### config.mk
export PLATFORM = sky130hd
export DESIGN_NAME = square_wave_channel_with_sweep_flat
export DESIGN_NICKNAME = d
export VERILOG_FILES = /design/src/rtl/swc_pkg.sv /design/src/rtl/swc_in_if.sv /design/src/rtl/swc_out_if.sv /design/src/rtl/swc_ctrl.sv /design/src/rtl/swc_dp.sv /design/src/rtl/square_wave_channel_with_sweep.sv /design/src/flat_wrapper.sv
export VERILOG_INCLUDE_DIRS = /design/src /design/src/rtl
export SDC_FILE = /design/constraint.sdc
export NUM_CORES = 1
export LEC_CHECK = 0
export BUFFER_PORTS_ARGS = -buffer_cell sky130_fd_sc_hd__buf_2
export CAP_MARGIN = 30
export CORE_MARGIN = 3
export CORE_UTILIZATION = 58
export DETAILED_ROUTE_END_ITERATION = 6
export GPL_ROUTABILITY_DRIVEN = 1
export MAX_ROUTING_LAYER = met4
export PLACE_DENSITY = 0.8
export SKIP_LAST_GASP = 1
export SYNTH_ARGS = -nofsm -noshare
export SYNTH_HDL_FRONTEND = slang
export SYNTH_SLANG_ARGS = --single-unit
### constraint.sdc
create_clock -name clk -period 6.5 [get_ports clk]
set_input_delay 0.65 -clock clk [delete_from_list [all_inputs] [get_ports clk]]
set_output_delay 0.65 -clock clk [all_outputs]
set_load 0.05 [all_outputs]
### src/rtl/square_wave_channel_with_sweep_defines.svh
// ----------------------------------------------------------------------------
// Pulse channel assertion macros
// Concurrent check helpers used at the end of the top level.
// ----------------------------------------------------------------------------
`ifndef SQUARE_WAVE_CHANNEL_WITH_SWEEP_DEFINES_SVH
`define SQUARE_WAVE_CHANNEL_WITH_SWEEP_DEFINES_SVH
`ifndef NO_ASSERTIONS
// Same-cycle implication, sampled on clk and disabled during reset.
`define SWC_ASSERT_IMP(label, ante, cons) \
	label: assert property (@(posedge clk) disable iff (!arst_n) (ante) |-> (cons)) \
		else $error("pulse channel check failed");
// Next-cycle implication, sampled on clk and disabled during reset.
`define SWC_ASSERT_NXT(label, ante, cons) \
	label: assert property (@(posedge clk) disable iff (!arst_n) (ante) |=> (cons)) \
		else $error("pulse channel check failed");
`else
`define SWC_ASSERT_IMP(label, ante, cons)
`define SWC_ASSERT_NXT(label, ante, cons)
`endif
`endif

### src/rtl/swc_pkg.sv
// ----------------------------------------------------------------------------
// Pulse channel package
// Operation codes, register indexes, state encoding and control bundles.
// ----------------------------------------------------------------------------
`default_nettype none

package swc_pkg;

	localparam int unsigned DIV_STEPS = 32;
	localparam int unsigned CNT_W     = 5;

	typedef enum logic [2:0] {
		OP_TICK         = 3'd0,
		OP_QUARTER      = 3'd1,
		OP_HALF         = 3'd2,
		OP_LOAD_TIMER   = 3'd3,
		OP_LOAD_LENGTH  = 3'd4,
		OP_RESTART      = 3'd5,
		OP_SWEEP_RELOAD = 3'd6
	} swc_op_t;

	typedef enum logic [2:0] {
		REG_DUTY      = 3'd0,
		REG_ENABLE    = 3'd1,
		REG_HALT      = 3'd2,
		REG_ENVELOPE  = 3'd3,
		REG_SWEEP     = 3'd4,
		REG_TIME_STEP = 3'd5
	} swc_reg_t;

	typedef enum logic [1:0] {
		ST_IDLE,
		ST_DIV,
		ST_MUL,
		ST_CMP
	} swc_state_t;

	typedef struct packed {
		logic exec_op;
		logic tick_start;
		logic div_step;
		logic mul_step;
		logic out_load;
	} swc_cmd_t;

	typedef struct packed {
		logic out_free;
	} swc_sts_t;

endpackage

`default_nettype wire

### src/rtl/swc_in_if.sv
// ----------------------------------------------------------------------------
// Pulse channel input channel
// Valid/ready channel carrying one operation and its load value.
// ----------------------------------------------------------------------------
`default_nettype none

interface swc_in_if;
	logic        valid;
	logic        ready;
	logic [2:0]  operation;
	logic [10:0] load_value;

	modport source (output valid, output operation, output load_value, input ready);
	modport sink (input valid, input operation, input load_value, output ready);
endinterface

`default_nettype wire

### src/rtl/swc_out_if.sv
// ----------------------------------------------------------------------------
// Pulse channel output channel
// Valid/ready channel carrying one sample level and the current timer.
// ----------------------------------------------------------------------------
`default_nettype none

interface swc_out_if;
	logic        valid;
	logic        ready;
	logic [3:0]  sample_level;
	logic [11:0] timer_now;

	modport source (output valid, output sample_level, output timer_now, input ready);
	modport sink (input valid, input sample_level, input timer_now, output ready);
endinterface

`default_nettype wire

### src/rtl/swc_ctrl.sv
// ----------------------------------------------------------------------------
// Pulse channel controller
// Sequences event handling and the serial phase computation of a tick.
// ----------------------------------------------------------------------------
`default_nettype none

module swc_ctrl (
	input  wire logic            clk,
	input  wire logic            arst_n,
	input  wire logic            in_valid,
	input  wire logic [2:0]      in_op,
	output logic                 in_ready,
	input  wire swc_pkg::swc_sts_t sts,
	output swc_pkg::swc_cmd_t    cmd
);

	swc_pkg::swc_state_t            state_q, state_d;
	logic [swc_pkg::CNT_W-1:0]      cnt_q, cnt_d;

	always_ff @(posedge clk or negedge arst_n) begin
		if (!arst_n) begin
			state_q <= swc_pkg::ST_IDLE;
			cnt_q   <= '0;
		end else begin
			state_q <= state_d;
			cnt_q   <= cnt_d;
		end
	end

	always_comb begin
		state_d  = state_q;
		cnt_d    = cnt_q;
		in_ready = 1'b0;
		cmd      = '0;
		case (state_q)
			swc_pkg::ST_IDLE: begin
				in_ready = 1'b1;
				if (in_valid) begin
					if (in_op == swc_pkg::OP_TICK) begin
						cmd.tick_start = 1'b1;
						cnt_d          = '0;
						state_d        = swc_pkg::ST_DIV;
					end else begin
						cmd.exec_op = 1'b1;
					end
				end
			end
			swc_pkg::ST_DIV: begin
				cmd.div_step = 1'b1;
				cnt_d        = cnt_q + 1'b1;
				if (cnt_q == swc_pkg::CNT_W'(swc_pkg::DIV_STEPS - 1)) begin
					state_d = swc_pkg::ST_MUL;
				end
			end
			swc_pkg::ST_MUL: begin
				cmd.mul_step = 1'b1;
				state_d      = swc_pkg::ST_CMP;
			end
			swc_pkg::ST_CMP: begin
				// Hold the finished result until the output register frees up.
				if (sts.out_free) begin
					cmd.out_load = 1'b1;
					state_d      = swc_pkg::ST_IDLE;
				end
			end
			default: begin
				state_d = swc_pkg::ST_IDLE;
			end
		endcase
	end

endmodule

`default_nettype wire

### src/rtl/swc_dp.sv
// ----------------------------------------------------------------------------
// Pulse channel datapath
// Channel state, configuration, serial remainder unit and output register.
// ----------------------------------------------------------------------------
`default_nettype none

module swc_dp #(
	parameter int unsigned MIN_TIMER    = 8,
	parameter int unsigned MAX_TIMER    = 2047,
	parameter int unsigned ENVELOPE_TOP = 15
) (
	input  wire logic              clk,
	input  wire logic              arst_n,
	input  wire logic              cfg_write,
	input  wire logic [2:0]        cfg_index,
	input  wire logic [23:0]       cfg_data,
	input  wire logic [2:0]        in_op,
	input  wire logic [10:0]       in_load_value,
	input  wire swc_pkg::swc_cmd_t cmd,
	output swc_pkg::swc_sts_t      sts,
	swc_out_if.source              out_ch
);

	// Configuration.
	logic [8:0]  duty_q;
	logic        enable_q;
	logic        halt_q;
	logic [5:0]  env_ctl_q;
	logic [7:0]  sweep_ctl_q;
	logic [23:0] step_q;

	// Channel state.
	logic [47:0] elapsed_q;
	logic [11:0] timer_q;
	logic [2:0]  sweep_cnt_q;
	logic [3:0]  env_cnt_q;
	logic [3:0]  env_lvl_q;
	logic [7:0]  len_q;

	// Phase computation.
	logic [31:0] dvd_q;
	logic [12:0] rem_q;
	logic [15:0] frac_q;
	logic [31:0] n_q;
	logic [21:0] prod_q;

	// Output register.
	logic        out_valid_q;
	logic [3:0]  out_level_q;
	logic [11:0] out_timer_q;

	always_ff @(posedge clk or negedge arst_n) begin
		if (!arst_n) begin
			duty_q      <= '0;
			enable_q    <= 1'b0;
			halt_q      <= 1'b0;
			env_ctl_q   <= 6'd31;
			sweep_ctl_q <= '0;
			step_q      <= 24'd166185;
		end else if (cfg_write) begin
			case (cfg_index)
				swc_pkg::REG_DUTY:      duty_q      <= cfg_data[8:0];
				swc_pkg::REG_ENABLE:    enable_q    <= cfg_data[0];
				swc_pkg::REG_HALT:      halt_q      <= cfg_data[0];
				swc_pkg::REG_ENVELOPE:  env_ctl_q   <= cfg_data[5:0];
				swc_pkg::REG_SWEEP:     sweep_ctl_q <= cfg_data[7:0];
				swc_pkg::REG_TIME_STEP: step_q      <= cfg_data;
				default: begin
				end
			endcase
		end
	end

	// Sweep, envelope and length clocks as combinational next-state logic.
	logic [11:0] delta;
	logic [11:0] sw_timer_d;
	logic [2:0]  sw_cnt_d;
	logic [3:0]  env_cnt_d;
	logic [3:0]  env_lvl_d;
	logic [7:0]  len_d;

	always_comb begin
		delta      = timer_q >> sweep_ctl_q[2:0];
		sw_timer_d = timer_q;
		sw_cnt_d   = sweep_cnt_q;
		if (sweep_cnt_q != 3'd0) begin
			sw_cnt_d = sweep_cnt_q - 3'd1;
		end else begin
			sw_cnt_d = sweep_ctl_q[6:4];
			if (sweep_ctl_q[7]) begin
				if (sweep_ctl_q[3]) begin
					sw_timer_d = timer_q - delta;
				end else if (timer_q <= 12'(MAX_TIMER)) begin
					sw_timer_d = timer_q + delta;
				end
			end
		end

		env_cnt_d = env_cnt_q;
		env_lvl_d = env_lvl_q;
		if (env_cnt_q != 4'd0) begin
			env_cnt_d = env_cnt_q - 4'd1;
		end else begin
			env_cnt_d = env_ctl_q[3:0];
			if (env_lvl_q != 4'd0) begin
				env_lvl_d = env_lvl_q - 4'd1;
			end else if (env_ctl_q[5]) begin
				env_lvl_d = 4'(ENVELOPE_TOP);
			end
		end

		len_d = len_q;
		if (!halt_q && len_q != 8'd0) begin
			len_d = len_q - 8'd1;
		end
		if (!enable_q) begin
			len_d = 8'd0;
		end
	end

	always_ff @(posedge clk or negedge arst_n) begin
		if (!arst_n) begin
			elapsed_q   <= '0;
			timer_q     <= '0;
			sweep_cnt_q <= '0;
			env_cnt_q   <= '0;
			env_lvl_q   <= 4'(ENVELOPE_TOP);
			len_q       <= '0;
		end else if (cmd.tick_start) begin
			elapsed_q <= elapsed_q + {24'd0, step_q};
		end else if (cmd.exec_op) begin
			case (in_op)
				swc_pkg::OP_QUARTER: begin
					sweep_cnt_q <= sw_cnt_d;
					timer_q     <= sw_timer_d;
				end
				swc_pkg::OP_HALF: begin
					len_q       <= len_d;
					env_cnt_q   <= env_cnt_d;
					env_lvl_q   <= env_lvl_d;
					sweep_cnt_q <= sw_cnt_d;
					timer_q     <= sw_timer_d;
				end
				swc_pkg::OP_LOAD_TIMER: begin
					timer_q <= {1'b0, in_load_value};
				end
				swc_pkg::OP_LOAD_LENGTH: begin
					len_q <= (in_load_value > 11'd255) ? 8'd255 : in_load_value[7:0];
				end
				swc_pkg::OP_RESTART: begin
					elapsed_q <= '0;
					env_cnt_q <= env_ctl_q[3:0];
					env_lvl_q <= 4'(ENVELOPE_TOP);
				end
				swc_pkg::OP_SWEEP_RELOAD: begin
					sweep_cnt_q <= sweep_ctl_q[6:4];
				end
				default: begin
				end
			endcase
		end
	end

	// The period in Q16 is (timer + 2) << 16, so the remainder of the whole
	// time word is the integer part taken modulo (timer + 2), with the
	// fraction bits passed through unchanged.
	logic [12:0] divisor;
	logic [13:0] trial;
	logic [28:0] span;
	logic [31:0] span_w;
	logic [31:0] r8;
	logic [31:0] n_d;

	always_comb begin
		divisor = 13'(timer_q) + 13'd2;
		trial   = {rem_q, dvd_q[31]};
		span    = {divisor, 16'd0};
		span_w  = {3'd0, span};
		r8      = {rem_q, frac_q, 3'd0};
		// Phase shifted back by one eighth, scaled by 8 * span.
		if (r8 >= span_w) begin
			n_d = r8 - span_w;
		end else begin
			n_d = r8 + (span_w << 3) - span_w;
		end
	end

	always_ff @(posedge clk) begin
		if (cmd.tick_start) begin
			dvd_q  <= elapsed_q[47:16];
			frac_q <= elapsed_q[15:0];
			rem_q  <= '0;
		end else if (cmd.div_step) begin
			dvd_q <= {dvd_q[30:0], 1'b0};
			if (trial >= {1'b0, divisor}) begin
				rem_q <= 13'(trial - {1'b0, divisor});
			end else begin
				rem_q <= trial[12:0];
			end
		end
		if (cmd.mul_step) begin
			n_q    <= n_d;
			prod_q <= 22'(divisor) * 22'(duty_q);
		end
	end

	logic       wave_high;
	logic [3:0] level;

	always_comb begin
		wave_high = {1'b0, n_q, 5'd0} < {prod_q, 16'd0};
		level     = 4'd0;
		if (wave_high) begin
			level = env_ctl_q[4] ? env_ctl_q[3:0] : env_lvl_q;
		end
		if (timer_q < 12'(MIN_TIMER) || timer_q > 12'(MAX_TIMER)) begin
			level = 4'd0;
		end
		if (!enable_q || len_q == 8'd0) begin
			level = 4'd0;
		end
	end

	always_ff @(posedge clk or negedge arst_n) begin
		if (!arst_n) begin
			out_valid_q <= 1'b0;
		end else if (cmd.out_load) begin
			out_valid_q <= 1'b1;
		end else if (out_ch.ready) begin
			out_valid_q <= 1'b0;
		end
	end

	always_ff @(posedge clk) begin
		if (cmd.out_load) begin
			out_level_q <= level;
			out_timer_q <= timer_q;
		end
	end

	assign sts.out_free       = !out_valid_q || out_ch.ready;
	assign out_ch.valid        = out_valid_q;
	assign out_ch.sample_level = out_level_q;
	assign out_ch.timer_now    = out_timer_q;

endmodule

`default_nettype wire

### src/rtl/square_wave_channel_with_sweep.sv
// An event other than a sample tick takes effect in the cycle it is accepted.
// A sample tick passes the bit-serial remainder unit, the multiply step and the compare step,
// which waits while the output register is still full, before its beat is loaded there.
// Other events are taken one per cycle while idle; a tick closes the input until its beat is loaded.
// Reset (arst_n low, asynchronous) restores configuration, channel, controller and output valid state.
// ----------------------------------------------------------------------------
// Pulse channel with sweep
// Event-driven square-wave sound channel with envelope, length and sweep.
// ----------------------------------------------------------------------------
`default_nettype none

`include "square_wave_channel_with_sweep_defines.svh"

module square_wave_channel_with_sweep #(
	parameter int unsigned MIN_TIMER    = 8,
	parameter int unsigned MAX_TIMER    = 2047,
	parameter int unsigned ENVELOPE_TOP = 15
) (
	input  wire logic        clk,
	input  wire logic        arst_n,
	input  wire logic        cfg_write,
	input  wire logic [2:0]  cfg_index,
	input  wire logic [23:0] cfg_data,
	swc_in_if.sink           in_ch,
	swc_out_if.source        out_ch
);

	// The controller owns sequencing only. It accepts an event when idle,
	// runs a sample tick through the serial remainder, the multiply and the
	// compare, and waits in the compare step while the output register is
	// still full. Every non-tick event is applied by the datapath in the
	// accepting cycle, so the input stays open for the next beat.
	swc_pkg::swc_cmd_t cmd;
	swc_pkg::swc_sts_t sts;
	logic              in_rdy;

	swc_ctrl u_ctrl (
		.clk      (clk),
		.arst_n   (arst_n),
		.in_valid (in_ch.valid),
		.in_op    (in_ch.operation),
		.in_ready (in_rdy),
		.sts      (sts),
		.cmd      (cmd)
	);

	// The datapath holds configuration, the channel state, the remainder
	// unit (one quotient bit per cycle over the 32-bit integer part of the
	// time word) and the output register that separates the two channels.
	swc_dp #(
		.MIN_TIMER    (MIN_TIMER),
		.MAX_TIMER    (MAX_TIMER),
		.ENVELOPE_TOP (ENVELOPE_TOP)
	) u_dp (
		.clk           (clk),
		.arst_n        (arst_n),
		.cfg_write     (cfg_write),
		.cfg_index     (cfg_index),
		.cfg_data      (cfg_data),
		.in_op         (in_ch.operation),
		.in_load_value (in_ch.load_value),
		.cmd           (cmd),
		.sts           (sts),
		.out_ch        (out_ch)
	);

	assign in_ch.ready = in_rdy;

	// A sample tick closes the input until its beat has been loaded into the output register.
	`SWC_ASSERT_NXT(a_tick_blocks, in_ch.valid && in_ch.ready && in_ch.operation == swc_pkg::OP_TICK, !in_ch.ready)
	// Any other event leaves the input open in the following cycle.
	`SWC_ASSERT_NXT(a_event_open, in_ch.valid && in_ch.ready && in_ch.operation != swc_pkg::OP_TICK, in_ch.ready)
	// A result is only loaded when the output register can take it.
	`SWC_ASSERT_IMP(a_load_free, cmd.out_load, !out_ch.valid || out_ch.ready)
	// A loaded result is offered in the next cycle.
	`SWC_ASSERT_NXT(a_load_shows, cmd.out_load, out_ch.valid)

endmodule

`default_nettype wire

### src/flat_wrapper.sv
// flat-port wrapper written by rule: the top's interface ports become plain ports
module square_wave_channel_with_sweep_flat 
#(
	parameter int unsigned MIN_TIMER    = 8,
	parameter int unsigned MAX_TIMER    = 2047,
	parameter int unsigned ENVELOPE_TOP = 15
)
  (clk, arst_n, cfg_write, cfg_index, cfg_data, in_ch_valid, in_ch_operation, in_ch_load_value, in_ch_ready, out_ch_valid, out_ch_sample_level, out_ch_timer_now, out_ch_ready);
  swc_in_if in_ch_i ();
  swc_out_if out_ch_i ();
  input  wire logic clk;
  input  wire logic arst_n;
  input  wire logic cfg_write;
  input  wire logic [2:0] cfg_index;
  input  wire logic [23:0] cfg_data;
  input wire logic [$bits(in_ch_i.valid)-1:0] in_ch_valid;
  input wire logic [$bits(in_ch_i.operation)-1:0] in_ch_operation;
  input wire logic [$bits(in_ch_i.load_value)-1:0] in_ch_load_value;
  output wire logic [$bits(in_ch_i.ready)-1:0] in_ch_ready;
  output wire logic [$bits(out_ch_i.valid)-1:0] out_ch_valid;
  output wire logic [$bits(out_ch_i.sample_level)-1:0] out_ch_sample_level;
  output wire logic [$bits(out_ch_i.timer_now)-1:0] out_ch_timer_now;
  input wire logic [$bits(out_ch_i.ready)-1:0] out_ch_ready;
  assign in_ch_i.valid = in_ch_valid;
  assign in_ch_i.operation = in_ch_operation;
  assign in_ch_i.load_value = in_ch_load_value;
  assign in_ch_ready = in_ch_i.ready;
  assign out_ch_valid = out_ch_i.valid;
  assign out_ch_sample_level = out_ch_i.sample_level;
  assign out_ch_timer_now = out_ch_i.timer_now;
  assign out_ch_i.ready = out_ch_ready;
  square_wave_channel_with_sweep #(.MIN_TIMER(MIN_TIMER), .MAX_TIMER(MAX_TIMER), .ENVELOPE_TOP(ENVELOPE_TOP)) u_core (.clk(clk), .arst_n(arst_n), .cfg_write(cfg_write), .cfg_index(cfg_index), .cfg_data(cfg_data), .in_ch(in_ch_i), .out_ch(out_ch_i));
endmodule
==> summary.txt <==
Timing
  • Worst Tran Pin Value: 1071 ps
  • Achievable Freq: 162.1 MHz
  • # setup viols final: 0
  • Pins over their slew limit: 0
  • Setup ws final: 331.8 ps
  • Skew final: 15.24 ps
  • Final cycle utilization of the critical path: 0.9490
  • Rel. slew slack: 0.2858
  • Final hold vios: 0
  • Setup TNS Final: 0 ps
  • RSZ-0062 raised after global routing: no
  • Crit path time final: 6168 ps

Yosys
  • Xor/xnor share of the synthesized area: 0.04610
  • Post-Synth Adder-Cell Area: 0.2031
  • Syn Nets: 2426
  • Ys flop type: dfrtp_1
  • Synth Warn #: 0
  • Simple-Gate Fraction of Synth Area: 0.1512
  • EDFF count, synth: 107
  • Largest family of logic cells by synthesized area: adder cells
  • Yosys cell types: 77
  • Synth Register Bits: 256
  • Synth Area in Compound Gates: 0.1436
  • Ys async rst share: 0.5313
  • Yosys top cell area share: 0.1611
  • Mux cell area share after synthesis: 0.05488
  • Gate Count Post-Synth: 2112
  • Top post-synthesis cells by area: edfxtp_1 (16%), dfrtp_1 (15%), ha_1 (11%)
  • Post-Syn Area: 19950 um2
  • Sequential cell area fraction in the yosys report: 0.3457
  • Area leader, netlist: edfxtp_1
  • Mean Syn Cell Area: 9.445 um2

Die
  • Io pins: 64
  • Die area: 36660 um2
  • Die X: 191.5 um
  • Core area: 33700 um2
  • Vert. Die Dim: 191.5 um
  • Site Rows: 67
  • Initial Util: 0.5919

GRT
  • First-pass GRT wire length: 77.20 mm
  • GRT Max-Usage Layer: met2
  • Global route overflow: 0
  • Initial antenna violation count: 0
  • GRT Total Usage: 0.2672
  • Met3 usage in global routing: 0.03851
  • Met1 global-route usage: 0.3526
  • Vias in the first global route: 15294
  • Largest net degree at the start of global routing: 76
  • Met2 Usage GRT: 0.4295

Clock tree
  • Sink Count: 256
  • Clock buffer depth: 3
  • # hold bufs at CTS: 0
  • H-tree depth: 1
  • Clock root cell: clkbuf_16
  • Worst skew pair latency: 560 ps
  • Worst-path clk slew: 60 ps
  • CTS buffer count: 29
  • TritonCTS clock tree: done
  • Setup bufs post-CTS: 0

Hold path
  • Hold Crit Class: in -> async

Final layout
  • Final nets: 2475
  • Diode count: 0
  • Fraction of layout cells with a size suffix above 1: 0.1099
  • Cell area after layout: 21760 um2
  • Syn-to-layout area delta: 9.082%

Worst setup path
  • Reg-to-Reg End: u_core.u_dp.prod_q[21]$_DFFE_PP_
  • Crit. End Element: flop
  • Required @ worst endpoint: 6810 ps
  • R2R cell count: 22
  • Critical path class: reg -> reg
  • Crit path max-delay cell type: fa_1
  • Slowest stage delay, CP: 560 ps
  • Top cell by count, worst path: fa_1
  • Largest fanout on the critical path: 7
  • CP Cell Sequence: and3_1, nand3_1, nor2_2, and3_1, xor2_2, nand2_1, fa_1, inv_1, fa_1, fa_1, inv_1, fa_1, inv_1, ha_1, a21oi_1, o21ai_1, or4_1, a31oi_2, nor2b_1, o21a_1, o41ai_2, xnor2_1
  • CP startpoint kind: flop
  • Reg2reg setup slack: 330 ps
  • R2r startpoint: u_core.u_dp.timer_q[2]$_DFFE_PN0P_
  • Crit path DAT: 6480 ps

Placed design
  • DP HPWL: 34.72 mm
  • Port bufs: 63
  • Setup WS pre-CTS: 79.93 ps
  • Placed cell areas: 20750 um2
  • GP Congestion: 0.9454

Routing
  • Total Wirelength: 47.00 mm
  • Drt initial violations: 971
  • DR vias: 15485
  • Routed Antenna Nets: 0
  • Routed wire per std cell: 17.86 um
  • Drt via density: 5.883
  • Post-route DRC: 0
  • Drt pass-1 iters: 5

Status
  • Status: complete, no violations

Run
  • Max-Cap Viols: 0
-- cells in the mapped netlist (16+ instances only) --
library cell    n
o21ai_0       131
xor2_1         44
and2_1         59
fa_1           93
o211ai_1       17
mux2_2         53
dfrtp_1       120
xnor2_1        61
o21a_1         19
nor2_1        123
a21o_1         32
nand2_1       273
edfxtp_1      107
nor3_1         37
ha_1          175
mux2i_1        31
and3_1         20
nor2b_1        22
a21oi_1       127
a31oi_1        16
dfstp_2        16
nand2b_1       19
o31ai_1        22
inv_1         211
nand3_1        39
clkbuf_1       62
a211oi_1       20
-- how the worst max path moves through the flow --
| stage | endpoint | from |
|---|---|---|
| detailed placement | u_core.u_dp.prod_q[21]$_DFFE_PP_ | u_core.u_dp.timer_q[2]$_DFFE_PN0P_ |
| finish | u_core.u_dp.prod_q[21]$_DFFE_PP_ | u_core.u_dp.timer_q[2]$_DFFE_PN0P_ |
| global route | u_core.u_dp.prod_q[21]$_DFFE_PP_ | u_core.u_dp.timer_q[2]$_DFFE_PN0P_ |
| floorplan | u_core.u_dp.prod_q[21]$_DFFE_PP_ | u_core.u_dp.timer_q[1]$_DFFE_PN0P_ |
| global placement | u_core.u_dp.prod_q[21]$_DFFE_PP_ | u_core.u_dp.timer_q[2]$_DFFE_PN0P_ |
| CTS | u_core.u_dp.prod_q[21]$_DFFE_PP_ | u_core.u_dp.timer_q[2]$_DFFE_PN0P_ |
-- cells in the final DEF, fill, tap and decap left out, types with 59 or more instances in the layout --
cell type,n
edfxtp_1,107
fa_1,93
dfrtp_1,120
nor2_1,121
inv_1,211
ha_1,174
a21oi_1,127
buf_2,64
and2_1,59
xnor2_1,61
o21ai_0,130
nand2_1,272
-- final cells by class --
| cell class | instances | area, um2 |
|---|---|---|
| sequential | 256 | 6897 |
| multi-input combinational | 1569 | 11990 |
| fill | 2734 | 11940 |
| clock inverter | 9 | 55.05 |
| tap | 448 | 560.5 |
| inverter | 213 | 799.5 |
| clock buffer | 45 | 895.9 |
| timing repair buffer | 92 | 566.8 |
-- routing by layer --
layer,up-vias,wire [um]
met3,99,2972
met2,488,22650
met1,7461,20040
li1,7437,-
met4,0,1343
met5,-,0
-- sequential cells by signal, summed over array words and instances (netlist names) --
| signal | count |
|---|---|
| u_core.u_dp.duty_q | 9 |
| u_core.u_dp.n_q | 21 |
| u_core.u_ctrl.state_q | 2 |
| u_core.u_dp.elapsed_q | 48 |
| u_core.u_dp.out_ch.sample_level | 4 |
| u_core.u_dp.out_ch.valid | 1 |
| u_core.u_ctrl.cnt_q | 5 |
| u_core.u_dp.env_ctl_q | 6 |
| u_core.u_dp.prod_q | 22 |
| u_core.u_dp.rem_q | 13 |
| u_core.u_dp.env_cnt_q | 4 |
| u_core.u_dp.halt_q | 1 |
| u_core.u_dp.sweep_cnt_q | 3 |
| u_core.u_dp.step_q | 24 |
| u_core.u_dp.enable_q | 1 |
| u_core.u_dp.dvd_q | 32 |
| u_core.u_dp.out_ch.timer_now | 12 |
| u_core.u_dp.frac_q | 16 |
| u_core.u_dp.len_q | 8 |
| u_core.u_dp.env_lvl_q | 4 |
| u_core.u_dp.timer_q | 12 |
| u_core.u_dp.sweep_ctl_q | 8 |
-- cell families after synthesis --
logic type	count (synthesis)
and+or+nand+nor	648
AOI/OAI and AO/OA	456
buffers and inverters	287
adders and majority gates	268
DFF	256
xor gates and xnor gates	105
muxes	92
-- timing repair --
item                                    4_1_cts  5_1_grt
endpoints found under the hold margin         0        0
pin swaps                                     0        0
resized for setup                             2        5
endpoints found under the setup margin        1        2
-- through the flow --
stage / utilization / cells / hold WS, ps
floorplan: - / 2112 / 354.4
global placement: 0.6145 / 2573 / 467.1
detailed placement: 0.6157 / 2577 / 479.1
CTS: 0.6443 / 2631 / 80.24
global route: 0.6457 / 2632 / 108.5
finish: 0.6457 / 2632 / 79.28
-- critical path: cells and delay by family, from the launching register on --
| kind | cells | cell delay (ps) |
|---|---|---|
| AO/OA/AOI/OAI | 5 | 1020 |
| buffers and inverters | 3 | 140 |
| flip-flops | 1 | 440 |
| adder cells (fa/ha/maj) | 5 | 2370 |
| AND/OR/NAND/NOR | 7 | 1550 |
| XOR/XNOR | 2 | 380 |
Power is not shown: default switching activity piles up to over one toggle a cycle in this logic, so the estimate is an artifact.
